[config.mk]
export PLATFORM = sky130hd
export DESIGN_NAME = circular_fifo_queue
export DESIGN_NICKNAME = d
export VERILOG_FILES = /design/src/sv/cfq_pkg.sv /design/src/sv/cfq_ram.sv /design/src/sv/circular_fifo_queue.sv
export SDC_FILE = /design/constraint.sdc
export NUM_CORES = 1
export LEC_CHECK = 0
export BUFFER_PORTS_ARGS = -buffer_cell sky130_fd_sc_hd__buf_2
export CELL_PAD_IN_SITES_DETAIL_PLACEMENT = 1
export CELL_PAD_IN_SITES_GLOBAL_PLACEMENT = 2
export CORE_MARGIN = 10
export CORE_UTILIZATION = 38
export CTS_CLUSTER_DIAMETER = 150
export CTS_CLUSTER_SIZE = 24
export DETAILED_ROUTE_END_ITERATION = 6
export PLACE_DENSITY_LB_ADDON = 0.05
export RECOVER_POWER = 25
export SLEW_MARGIN = 0
export SYNTH_ARGS = -nofsm -noshare
export SYNTH_HDL_FRONTEND = slang
export SYNTH_SLANG_ARGS = --single-unit
[constraint.sdc]
create_clock -name clk -period 11.7 [get_ports clk]
set_input_delay 0 -clock clk [delete_from_list [all_inputs] [get_ports clk]]
set_output_delay 0 -clock clk [all_outputs]
set_load 0.05 [all_outputs]
[src/sv/cfq_pkg.sv]
// ----------------------------------------------------------------------------
// cfq_pkg
// Shared types, constants and helper functions for the circular FIFO queue.
// ----------------------------------------------------------------------------
package cfq_pkg;

	localparam int DEPTH      = 16;
	localparam int DATA_WIDTH = 32;

	localparam int PTR_W  = $clog2(DEPTH);
	localparam int CNT_W  = $clog2(DEPTH);
	localparam int WORD_W = 32;
	localparam int OCC_W  = 4;

	typedef enum logic [1:0] {
		OP_PUSH   = 2'd0,
		OP_POP    = 2'd1,
		OP_PEEK   = 2'd2,
		OP_ROTATE = 2'd3
	} op_t;

	typedef enum logic [1:0] {
		ERR_NONE      = 2'd0,
		ERR_OVERFLOW  = 2'd1,
		ERR_UNDERFLOW = 2'd2
	} err_t;

	typedef enum logic {
		ST_IDLE,
		ST_EXEC
	} state_t;

	// Advance a pointer by one, wrapping at the end of the ring.
	function automatic logic [PTR_W-1:0] next_ptr(input logic [PTR_W-1:0] p);
		logic [PTR_W-1:0] r;
		if (p == PTR_W'(DEPTH - 1)) begin
			r = '0;
		end else begin
			r = p + PTR_W'(1);
		end
		return r;
	endfunction

endpackage

[src/sv/cfq_ram.sv]
// ----------------------------------------------------------------------------
// cfq_ram
// Generic single-write, single-read RAM with a registered read port.
// ----------------------------------------------------------------------------
module cfq_ram #(
	parameter int WIDTH = 32,
	parameter int DEPTH = 16
) (
	input  logic                     clk,
	input  logic                     we,
	input  logic [$clog2(DEPTH)-1:0] waddr,
	input  logic [WIDTH-1:0]         wdata,
	input  logic                     re,
	input  logic [$clog2(DEPTH)-1:0] raddr,
	output logic [WIDTH-1:0]         rdata
);

	logic [WIDTH-1:0] mem_q [DEPTH];
	logic [WIDTH-1:0] rdata_q;

	always_ff @(posedge clk) begin
		if (we) begin
			mem_q[waddr] <= wdata;
		end
		if (re) begin
			rdata_q <= mem_q[raddr];
		end
	end

	assign rdata = rdata_q;

endmodule

[src/sv/circular_fifo_queue.sv]
// ----------------------------------------------------------------------------
// circular_fifo_queue
// Ring-buffer FIFO with push, pop, peek and rotate commands.
// ----------------------------------------------------------------------------
// A transaction is accepted on a rising edge with start high and busy low.
// Every transaction produces exactly one result, shown on the result ports for
// a single cycle with done high, registered from the execute state; the
// receiver cannot stall it. Transactions do not overlap in the block:
// the accepting cycle reads the head word from the storage RAM, whose read
// data is registered, and the following cycle (busy high) uses that word,
// writes back to the RAM and updates the pointers and the count. The result
// register then holds the answer while the next transaction is accepted.
// The queue is full at DEPTH-1 words; one slot is always left free.
module circular_fifo_queue
	import cfq_pkg::*;
(
	input  logic                  clk,
	input  logic                  arst_n,
	input  logic                  start,
	output logic                  busy,
	input  logic [1:0]            func,
	input  logic [WORD_W-1:0]     push_data,
	output logic                  done,
	output logic [WORD_W-1:0]     head_data,
	output logic [1:0]            error_code,
	output logic [OCC_W-1:0]      occupancy,
	output logic                  is_empty,
	output logic                  is_full
);

	state_t state_q, state_n;

	// Queue bookkeeping. The words themselves live in the RAM.
	logic [PTR_W-1:0] head_q, tail_q;
	logic [CNT_W-1:0] count_q;
	logic [PTR_W-1:0] head_n, tail_n;
	logic [CNT_W-1:0] count_n;

	// Command captured at acceptance.
	op_t                   op_q;
	logic [DATA_WIDTH-1:0] word_q;

	// Result register.
	logic                  done_q;
	logic [WORD_W-1:0]     head_data_q;
	err_t                  err_q;
	logic [OCC_W-1:0]      occ_q;
	logic                  empty_q, full_q;

	logic                  accept;
	logic                  rd_en;
	logic [DATA_WIDTH-1:0] rd_data;
	logic                  wr_en;
	logic [PTR_W-1:0]      wr_addr;
	logic [DATA_WIDTH-1:0] wr_data;
	logic [WORD_W-1:0]     result;
	err_t                  err;
	logic                  q_full;
	logic                  q_empty;
	logic                  exec;

	assign accept = start && !busy;

	// Next-state logic: each transaction passes through the execute state once.
	always_comb begin
		state_n = state_q;
		case (state_q)
			ST_IDLE: begin
				if (start) begin
					state_n = ST_EXEC;
				end
			end
			ST_EXEC: begin
				state_n = ST_IDLE;
			end
			default: begin
				state_n = ST_IDLE;
			end
		endcase
	end

	// State machine outputs.
	always_comb begin
		busy  = 1'b0;
		exec  = 1'b0;
		rd_en = 1'b0;
		case (state_q)
			ST_IDLE: begin
				rd_en = start;
			end
			ST_EXEC: begin
				busy = 1'b1;
				exec = 1'b1;
			end
			default: begin
				busy = 1'b0;
			end
		endcase
	end

	// The head word is fetched speculatively for every transaction; only pop,
	// peek and rotate use it. Writes happen only in the execute cycle, while no
	// read is issued, so the RAM never sees a read and a write to overlap.
	cfq_ram #(
		.WIDTH (DATA_WIDTH),
		.DEPTH (DEPTH)
	) u_ram (
		.clk   (clk),
		.we    (wr_en),
		.waddr (wr_addr),
		.wdata (wr_data),
		.re    (rd_en),
		.raddr (head_q),
		.rdata (rd_data)
	);

	assign q_full  = (count_q == CNT_W'(DEPTH - 1));
	assign q_empty = (count_q == '0);

	// Execute the captured command against the head word from the RAM.
	always_comb begin
		head_n  = head_q;
		tail_n  = tail_q;
		count_n = count_q;
		wr_en   = 1'b0;
		wr_addr = next_ptr(tail_q);
		wr_data = word_q;
		result  = '0;
		err     = ERR_NONE;
		case (op_q)
			OP_PUSH: begin
				if (q_full) begin
					err = ERR_OVERFLOW;
				end else begin
					wr_en   = exec;
					tail_n  = next_ptr(tail_q);
					count_n = count_q + CNT_W'(1);
				end
			end
			OP_POP: begin
				if (q_empty) begin
					err = ERR_UNDERFLOW;
				end else begin
					result  = WORD_W'(rd_data);
					head_n  = next_ptr(head_q);
					count_n = count_q - CNT_W'(1);
				end
			end
			OP_PEEK: begin
				if (q_empty) begin
					err = ERR_UNDERFLOW;
				end else begin
					result = WORD_W'(rd_data);
				end
			end
			OP_ROTATE: begin
				// The old head word is copied to the slot after the tail.
				if (q_empty) begin
					err = ERR_UNDERFLOW;
				end else begin
					wr_en   = exec;
					wr_data = rd_data;
					head_n  = next_ptr(head_q);
					tail_n  = next_ptr(tail_q);
				end
			end
			default: begin
				err = ERR_NONE;
			end
		endcase
	end

	always_ff @(posedge clk or negedge arst_n) begin
		if (!arst_n) begin
			state_q <= ST_IDLE;
			head_q  <= '0;
			tail_q  <= PTR_W'(DEPTH - 1);
			count_q <= '0;
			done_q  <= 1'b0;
		end else begin
			state_q <= state_n;
			done_q  <= exec;
			if (exec) begin
				head_q  <= head_n;
				tail_q  <= tail_n;
				count_q <= count_n;
			end
		end
	end

	always_ff @(posedge clk) begin
		if (accept) begin
			op_q   <= op_t'(func);
			word_q <= DATA_WIDTH'(push_data);
		end
		if (exec) begin
			head_data_q <= result;
			err_q       <= err;
			occ_q       <= OCC_W'(count_n);
			empty_q     <= (count_n == '0);
			full_q      <= (count_n == CNT_W'(DEPTH - 1));
		end
	end

	assign done       = done_q;
	assign head_data  = head_data_q;
	assign error_code = err_q;
	assign occupancy  = occ_q;
	assign is_empty   = empty_q;
	assign is_full    = full_q;

endmodule

==> results.yml, run 1 <==
sta:
  period_minus_slack_ns: 6.74
  drv_slew: 302
  finClkSkew_ns: 0.0264
  maxSlewHeadroom_pct: -136
  setup_viol: 0
  final_hold_viol_count: 0
  worst_pin_slew_ns: 3.54
  fin_tns_setup_ns: 0
  setup_slack_ns: 4.96
  post-route-period-util_pct: 57.6
  timing.fmax_ghz: 0.148
  rsz0062_at_grt: "no"
route:
  drtPass1Iterations: 4
  finalWirelength_microns: 62700
  num_vias: 12100
  final_antenna_net_count: 0
  wl_met3_microns: 1400
  avgRoutedWirePerCell_microns: 28.4
  top_layer: "met4"
  viasPerCell: 5.47
  wl_met2_microns: 30800
  drt_first_iter_violations: 839
  wl_met1_microns: 29600
  drc_errors: 0
clock_tree:
  clockBufferDepth: 3
  post_cts_resized: 0
  numCtsBuffers: 30
  cts_tree: "done"
  hold_buffers: 37
  cts_setup_buffers: 0
  htreeDepth: 1
  insertion_delay_ns: 0.63
  clockRootBuffer: "clkbuf_16"
  clk_pin_slew_ns: 0.11
  cts.sinks: 632
synthesis:
  ys_types: 46
  synth_edf_count: 618
  synth_seq_cells: 632
  syn_avg_cell_area_sq_um: 19.6
  synth_area_leaders: "edfxtp_1 76%, mux4_2 5.9%, mux2i_1 5.2%"
  syn_nets: 1296
  async_flop_share_pct: 2.22
  yosysMostFrequentCell: "edfxtp_1"
  ys.flop_type: "edfxtp_1"
  synthCells: 1247
  synth_area_sq_um: 24400
  yosys_warnings: 0
  ys_seq_area_share_pct: 77.4
  synth_top_area_share_pct: 76.0
  yosysTopAreaCell: "edfxtp_1"
  netlist_top_cells_count: "618 x edfxtp_1, 128 x mux2i_1, 66 x a221oi_1"
pwr:
  switching_share_pct: 31.4
  power_leakage_nw: 8.79
  p_sw_mw: 1.73
  seqPwrFrac_pct: 51.8
  share_comb_of_total_power_pct: 26.9
  p_int_mw: 3.78
  power.density_nw_per_um2: 204
  p_total_mw: 5.51
  ir_drop_v: 0.000116
  clkPwrFrac_pct: 21.3
worst_setup_path:
  endpoint_kind: "flop"
  timing.rr.start: "state_q$_DFF_PN0_"
  cp.arrival_ns: 6.92
  regToRegSetupSlack_ns: 4.96
  worstSetupStartpointType: "flop"
  cp_max_fo: 52
  required_ns: 11.88
  critPathKind: "flop to flop"
  r2r_cells: 4
  r2r-end: "u_ram.rdata[22]$_DFFE_PP_"
global_route:
  grt_remaining_overflow: 0
  first_global_vias: 12700
  grt_pass1_wl_microns: 91900
  grtUsageTotal_pct: 16.6
  grt_max_degree: 53
  antenna_found_initial: 0
cells_and_area:
  seq_area_sq_um: 18900
  post-route-util_pct: 42.7
  finish.cell_count_without_fillers: 2212
  nNetsFinal: 1403
  multi_input_area_sq_um: 5220
  area_delta_synth_final_pct: 10.6
  drive_gt1_share_pct: 15.2
  fillers: 5968
die:
  dieArea_sq_um: 74800
  die_x_microns: 274
  fp-row-count: 92
  start_util_pct: 38.6
  fp.dieH_microns: 274
  io_pins: 79
  core_area_sq_um: 63300
placed_design:
  place_hpwl_microns: 29900
  dp.cells: 2131
  place_congestion: 0.681
  dp_slack_ns: 7.17
  portBuffers: 78
min_path:
  min_to: "word_q[6]$_DFFE_PP_"
  hold_path_class: "input port to flop"
  hold_depth: 2
  min-delay-start: "push_data[6]"
outcome:
  status: "complete, but fails checks"
  violations: "capacitance limit, slew limit"
flow_run:
  cap_violations: 9
-- routing by layer --
layer  up-vias  track usage, %
li1       5283               -
met2       143            28.1
met1      6631            23.4
met3        43            1.64
met4         0            2.59
met5         -               0
-- placed cells by master (no fill, tap or decap), types with 2 or more instances in the layout --
cell type and n:
dfrtp_2 2, a221oi_1 67, dfrtp_1 6, clkbuf_16 30
nor2_4 15, nor2b_1 3, or3b_2 2, and2_1 2
buf_2 35, ha_1 12, o21ai_0 37, mux2i_1 128
nand3_1 9, and3_1 33, a2bb2oi_1 2, clkbuf_1 60
nor2_1 11, nand2_1 43, dlygate4sd3_1 37, a21oi_1 7
dfrtp_4 2, mux4_2 64, mux2_2 25, xnor2_1 5
edfxtp_1 618, a31oi_1 3, dfstp_2 4, a22oi_1 34
mux2_1 9, buf_4 25, inv_1 15
-- cell type report --
type	count	area share [%]
clock inverter	2	0.120
inverter	15	0.209
sequential	632	70.1
timing repair buffer	146	3.40
clock buffer	41	2.93
multi-input combinational	529	19.3
tap	846	3.92
antenna	1	0.00927
-- worst max-delay path: stages, from the launching register on --
cell and delay [ns]:
dfrtp_2 0.41, clkbuf_1 1.29, nor2b_4 0.41, clkbuf_1 2.09, clkbuf_1 2.04
-- flip-flops by register name, summed over array words and instances, names as in the netlist --
signal,cells
u_ram.mem_q,512
is_empty,1
op_q,2
is_full,1
occupancy,4
error_code,2
count_q,4
head_data,32
head_q,4
done,1
u_ram.rdata,32
state_q,1
tail_q,4
word_q,32
-- how the worst max path moves through the flow --
stage,startpoint,to,slack (ns),depth (start not counted)
2_1_floorplan,state_q$_DFF_PN0_,op_q[0]$_DFFE_PP_,6.80,2
3_3_place_gp,head_q[0]$_DFFE_PN0P_,u_ram.rdata[17]$_DFFE_PP_,7.22,6
3_5_place_dp,head_q[0]$_DFFE_PN0P_,u_ram.rdata[17]$_DFFE_PP_,7.17,6
4_1_cts,head_q[0]$_DFFE_PN0P_,u_ram.rdata[17]$_DFFE_PP_,7.16,6
5_1_grt,state_q$_DFF_PN0_,u_ram.rdata[22]$_DFFE_PP_,4.30,4
6_report,state_q$_DFF_PN0_,u_ram.rdata[22]$_DFFE_PP_,4.96,4
-- power groups by stage --
stage / Sequential [mW] / Clock [mW] / Combinational (mW)
after floorplan: 2.86 / 0 / 1.09
after global placement: 2.91 / 0 / 1.50
after detailed placement: 2.91 / 0 / 1.51
after CTS: 2.86 / 1.22 / 1.52
after global routing: 2.88 / 1.30 / 1.63
final: 2.85 / 1.17 / 1.48
-- cell families (layout without fill, tap and decap cells) --
group | count (synthesis) | after routing | synth area share [%]
other cells | 0 | 1 | 0
xor+xnor | 5 | 5 | 0.179
mux | 226 | 226 | 12.7
flops | 632 | 632 | 77.4
compound gates | 157 | 157 | 4.77
fa+ha+maj | 12 | 12 | 0.615
buf+inv | 86 | 204 | 1.60
simple gates | 129 | 129 | 2.67
-- through the flow --
stage	cell area, sq um	hold slack (ns)
detailed placement	25900	-0.0333
finish	27000	0.0670
global route	27000	0.0464
floorplan	24400	-0.296
CTS	27100	0.0272
global placement	25900	-0.0323
Note: power is estimated with default switching activity, not from simulation.
==> run 2: changes to the inputs <==
Clock period 11.7 ns to 6.58 ns, I/O delays scaled along.
==> results.yml, run 2 (synthesized netlist as in run 1, its figures left out) <==
worst_setup_path:
  required_ns: 6.97
  worstSetupStartpointType: "flop"
  r2r_cells: 5
  critPathKind: "flop to flop"
  endpoint_kind: "flop"
  cp_max_fo: 44
  cp.arrival_ns: 5.27
route:
  drtPass1Iterations: 5
  drc_errors: 0
  viasPerCell: 5.47
  drt_first_iter_violations: 976
  final_antenna_net_count: 0
  avgRoutedWirePerCell_microns: 28.6
  finalWirelength_microns: 63100
  num_vias: 12100
pwr:
  power.density_nw_per_um2: 364
  power_leakage_nw: 8.79
  p_total_mw: 9.84
  ir_drop_v: 0.000233
cells_and_area:
  diodes: 0
  largest_register_ffs: 512
  final_common_cell: "edfxtp_1"
  layout_common_cells: "618 x edfxtp_1, 128 x mux2i_1, 67 x a221oi_1"
  drive_gt1_share_pct: 15.6
  fillers: 6002
  multi_input_area_sq_um: 5210
  nNetsFinal: 1402
  max_flop_register: "u_ram.mem_q"
  seq_area_sq_um: 18900
  fin_area_sq_um: 27000
  post-route-util_pct: 42.7
  area_delta_synth_final_pct: 10.6
placed_design:
  place_congestion: 0.703
  place_hpwl_microns: 31600
  placed_area_sq_um: 25900
  portBuffers: 78
clock_tree:
  clockBufferDepth: 3
  numCtsBuffers: 30
  clk_pin_slew_ns: 0.10
  insertion_delay_ns: 0.63
  cts_tree: "done"
  cts.sinks: 632
  clockRootBuffer: "clkbuf_16"
  htreeDepth: 1
  cts_setup_buffers: 0
die:
  core_area_sq_um: 63300
  fp.dieH_microns: 274
  fp-row-count: 92
  die_x_microns: 274
  start_util_pct: 38.6
  io_pins: 79
  dieArea_sq_um: 74800
sta:
  fin_tns_setup_ns: 0
  hold_ws_ns: 0.0705
  final_hold_viol_count: 0
  drv_slew: 227
  finClkSkew_ns: 0.0218
  timing.fmax_ghz: 0.205
  period_minus_slack_ns: 4.88
  rsz0062_at_grt: "no"
  maxSlewHeadroom_pct: -126
  worst_pin_slew_ns: 3.39
  post-route-period-util_pct: 74.1
  setup_viol: 0
global_route:
  grt_remaining_overflow: 0
  grtUsageTotal_pct: 16.7
  grt_pass1_wl_microns: 91800
  antenna_found_initial: 2
  grt_max_degree: 98
  first_global_vias: 12800
min_path:
  hold_depth: 2
  hold_path_class: "input port to flop"
outcome:
  violations: "capacitance limit, slew limit"
  status: "complete, but fails checks"
flow_run:
  cap_violations: 6
==> run 2: final timing paths <==
check	endpoint	from	slack (ns)
max	u_ram.rdata[10]$_DFFE_PP_	head_q[2]$_DFFE_PN0P_	1.70
min	word_q[13]$_DFFE_PP_	push_data[13]	0.07
max reg2reg	u_ram.rdata[10]$_DFFE_PP_	head_q[2]$_DFFE_PN0P_	1.70
min reg2reg	tail_q[2]$_DFFE_PN1P_	tail_q[2]$_DFFE_PN1P_	0.56
max in group asynchronous	head_q[0]$_DFFE_PN0P_	arst_n	4.86
min in group asynchronous	tail_q[0]$_DFFE_PN1P_	arst_n	0.63
==> run 2: worst max-delay path, cell delays in order, from the launching register on <==
cell and delay [ns]:
dfrtp_1 0.79, and2_2 0.67, clkbuf_1 2.31, a221oi_1 0.42, o21ai_0 0.31, nand2_1 0.08
==> run 2: layout make-up <==
| class | count | area share (%) |
|---|---|---|
| tap | 846 | 3.92 |
| clock inverter | 2 | 0.120 |
| timing repair buffer | 145 | 3.45 |
| clock buffer | 41 | 2.93 |
| inverter | 15 | 0.208 |
| multi-input combinational | 529 | 19.3 |
| sequential | 632 | 70.1 |
==> run 2: routing by layer <==
metal / up-vias / track usage [%] / share of wire (%)
met5: - / 0 / 0
met4: 0 / 2.70 / 1.6
met3: 46 / 1.71 / 3.4
met2: 222 / 27.4 / 48
met1: 6526 / 24.0 / 47
li1: 5286 / - / -
==> run 2: stage by stage <==
| step | setup slack (ns) | std cells |
|---|---|---|
| floorplan | 1.68 | 1247 |
| global placement | 2.93 | 2129 |
| detailed placement | 2.91 | 2129 |
| CTS | 2.87 | 2210 |
| global route | 1.38 | 2210 |
| finish | 1.70 | 2210 |
==> run 2: where the power goes <==
group | internal, mW | switching (mW) | leakage, nW | total, mW
clock | 0.849 | 1.25 | 0.397 | 2.10
sequential | 4.83 | 0.280 | 5.77 | 5.11
combinational | 1.04 | 1.59 | 2.62 | 2.63
total | 6.72 | 3.12 | 8.79 | 9.84
==> run 2: what timing repair did <==
action                    CTS  global route
hold buffers               38             0
hold endpoints to repair   66             0
gates resized for setup     0             0
==> run 3: changes to the inputs <==
Clock period 6.58 ns to 5 ns, I/O delays scaled along.
==> results.yml, run 3 (synthesized netlist as in run 1, its figures left out) <==
outcome:
  status: "complete, but fails checks"
  violations: "capacitance limit, slew limit"
pwr:
  seqPwrFrac_pct: 51.1
  p_sw_mw: 4.15
  switching_share_pct: 31.8
  share_comb_of_total_power_pct: 27.7
  clkPwrFrac_pct: 21.2
  p_total_mw: 13.1
  power_leakage_nw: 8.86
  ir_drop_v: 0.000371
  p_int_mw: 8.91
  power.density_nw_per_um2: 480
min_path:
  hold_path_class: "input port to flop"
cells_and_area:
  post-route-util_pct: 43.0
  drive_gt1_share_pct: 15.8
  nNetsFinal: 1407
  final_common_cell: "edfxtp_1"
  max_flop_register: "u_ram.mem_q"
  area_delta_synth_final_pct: 11.4
  largest_register_ffs: 512
  diodes: 0
  layout_common_cells: "618 x edfxtp_1, 128 x mux2i_1, 67 x a221oi_1"
  fin_area_sq_um: 27200
die:
  core_area_sq_um: 63300
  start_util_pct: 38.6
  fp.dieH_microns: 274
  dieArea_sq_um: 74800
  die_x_microns: 274
  io_pins: 79
  fp-row-count: 92
worst_setup_path:
  worstSetupStartpointType: "flop"
  endpoint_kind: "flop"
  cp.arrival_ns: 4.48
  required_ns: 5.50
  cp_max_fo: 34
  critPathKind: "flop to flop"
  critical-path-slowest-cell: "clkbuf_1"
  cpPeakStageDelay_ns: 1.77
  path_cells: "inv_1, ha_1, or3b_2, clkbuf_1, nand3_1, a31oi_1, and4_1"
clock_tree:
  cts_tree: "done"
  clockBufferDepth: 3
  numCtsBuffers: 30
  clockRootBuffer: "clkbuf_16"
  post_cts_resized: 0
  htreeDepth: 1
  clk_pin_slew_ns: 0.11
  cts.sinks: 632
  insertion_delay_ns: 0.64
sta:
  post-route-period-util_pct: 79.7
  timing.fmax_ghz: 0.251
  fin_tns_setup_ns: 0
  finClkSkew_ns: 0.0293
  period_minus_slack_ns: 3.99
  rsz0062_at_grt: "no"
  worst_pin_slew_ns: 2.61
  setup_slack_ns: 1.01
  final_hold_viol_count: 0
  setup_viol: 0
  maxSlewHeadroom_pct: -73.7
  drv_slew: 172
global_route:
  grt_pass1_wl_microns: 92700
  grt_max_degree: 70
  first_global_vias: 13000
  grtUsageTotal_pct: 16.9
  antenna_found_initial: 0
  grt_remaining_overflow: 0
placed_design:
  placed_area_sq_um: 26100
  dp_slack_ns: 1.42
  portBuffers: 78
  place_congestion: 0.695
  place_hpwl_microns: 33200
route:
  drt_first_iter_violations: 845
  avgRoutedWirePerCell_microns: 28.8
  viasPerCell: 5.42
  wl_met2_microns: 31400
  drtPass1Iterations: 4
  num_vias: 12000
  finalWirelength_microns: 63800
  drc_errors: 0
  wl_met1_microns: 29400
  final_antenna_net_count: 0
  wl_met3_microns: 1900
  top_layer: "met4"
flow_run:
  cap_violations: 4
run 3: cell types whose count changed in the layout (fill, tap and decap cells not counted), moves of 2 or more:
cell      previous run  this run
buf_12               1        11
buf_2               32        34
buf_4               24        21
clkbuf_1            59        56
mux2_1               2         9
mux2_2              32        25
nor2_1              12        10
nor2_4              14        16
nor2b_1              4         2
nor2b_4              0         2
run 3: final timing paths:
| path | endpoint | depth (start not counted) | slack (ns) | startpoint |
|---|---|---|---|---|
| max in group asynchronous | head_q[0]$_DFFE_PN0P_ | 4 | 3.22 | arst_n |
| min reg2reg | tail_q[2]$_DFFE_PN1P_ | 1 | 0.55 | tail_q[2]$_DFFE_PN1P_ |
| max | is_empty$_DFFE_PP_ | 7 | 1.01 | count_q[0]$_DFFE_PN0P_ |
| min | word_q[14]$_DFFE_PP_ | 2 | 0.07 | push_data[14] |
| min in group asynchronous | tail_q[0]$_DFFE_PN1P_ | 3 | 0.68 | arst_n |
| max reg2reg | is_empty$_DFFE_PP_ | 7 | 1.01 | count_q[0]$_DFFE_PN0P_ |
run 3: per-stage QoR:
| step | cells | hold WS (ns) |
|---|---|---|
| 3_3_place_gp | 2134 | -0.0580 |
| 4_1_cts | 2215 | 0.0233 |
| 6_report | 2215 | 0.0708 |
| 2_1_floorplan | 1247 | -0.296 |
| 3_5_place_dp | 2134 | -0.0470 |
| 5_1_grt | 2215 | 0.0549 |
run 3: final cells by class:
type / count / area (sq um)
Fill cell: 5962 / 36100
Sequential cell: 632 / 18900
Multi-Input combinational cell: 529 / 5240
Timing Repair Buffer: 150 / 1100
Tap cell: 846 / 1060
Clock buffer: 41 / 792
Inverter: 15 / 56.3
Clock inverter: 2 / 32.5
run 3: per-layer routing:
layer | vias up | global-route usage, %
met4 | 0 | 3.39
met3 | 50 | 1.60
met5 | - | 0
met1 | 6474 | 23.3
li1 | 5309 | -
met2 | 182 | 28.7
run 3: repair_timing:
item,in CTS,in global routing
endpoints found under the hold margin,49,0
hold buffers,38,0
setup buffers,0,0
endpoints found under the setup margin,0,0
run 3: power groups by stage:
| stage | registers, mW | clock network (mW) | logic (mW) |
|---|---|---|---|
| 6_report | 6.66 | 2.77 | 3.62 |
| 5_1_grt | 6.72 | 3.04 | 3.96 |
| 4_1_cts | 6.68 | 2.87 | 3.68 |
| 3_5_place_dp | 6.80 | 0 | 3.65 |
| 3_3_place_gp | 6.79 | 0 | 3.63 |
| 2_1_floorplan | 6.69 | 0 | 2.56 |
run 3: critical path, delay by kind of cell, from the launching register on:
family / cells / cell delay, ns
adders and majority gates: 1 / 0.25
and+or+nand+nor: 3 / 0.70
buffers and inverters: 2 / 1.85
DFF: 1 / 0.55
AOI/OAI and AO/OA: 1 / 0.51
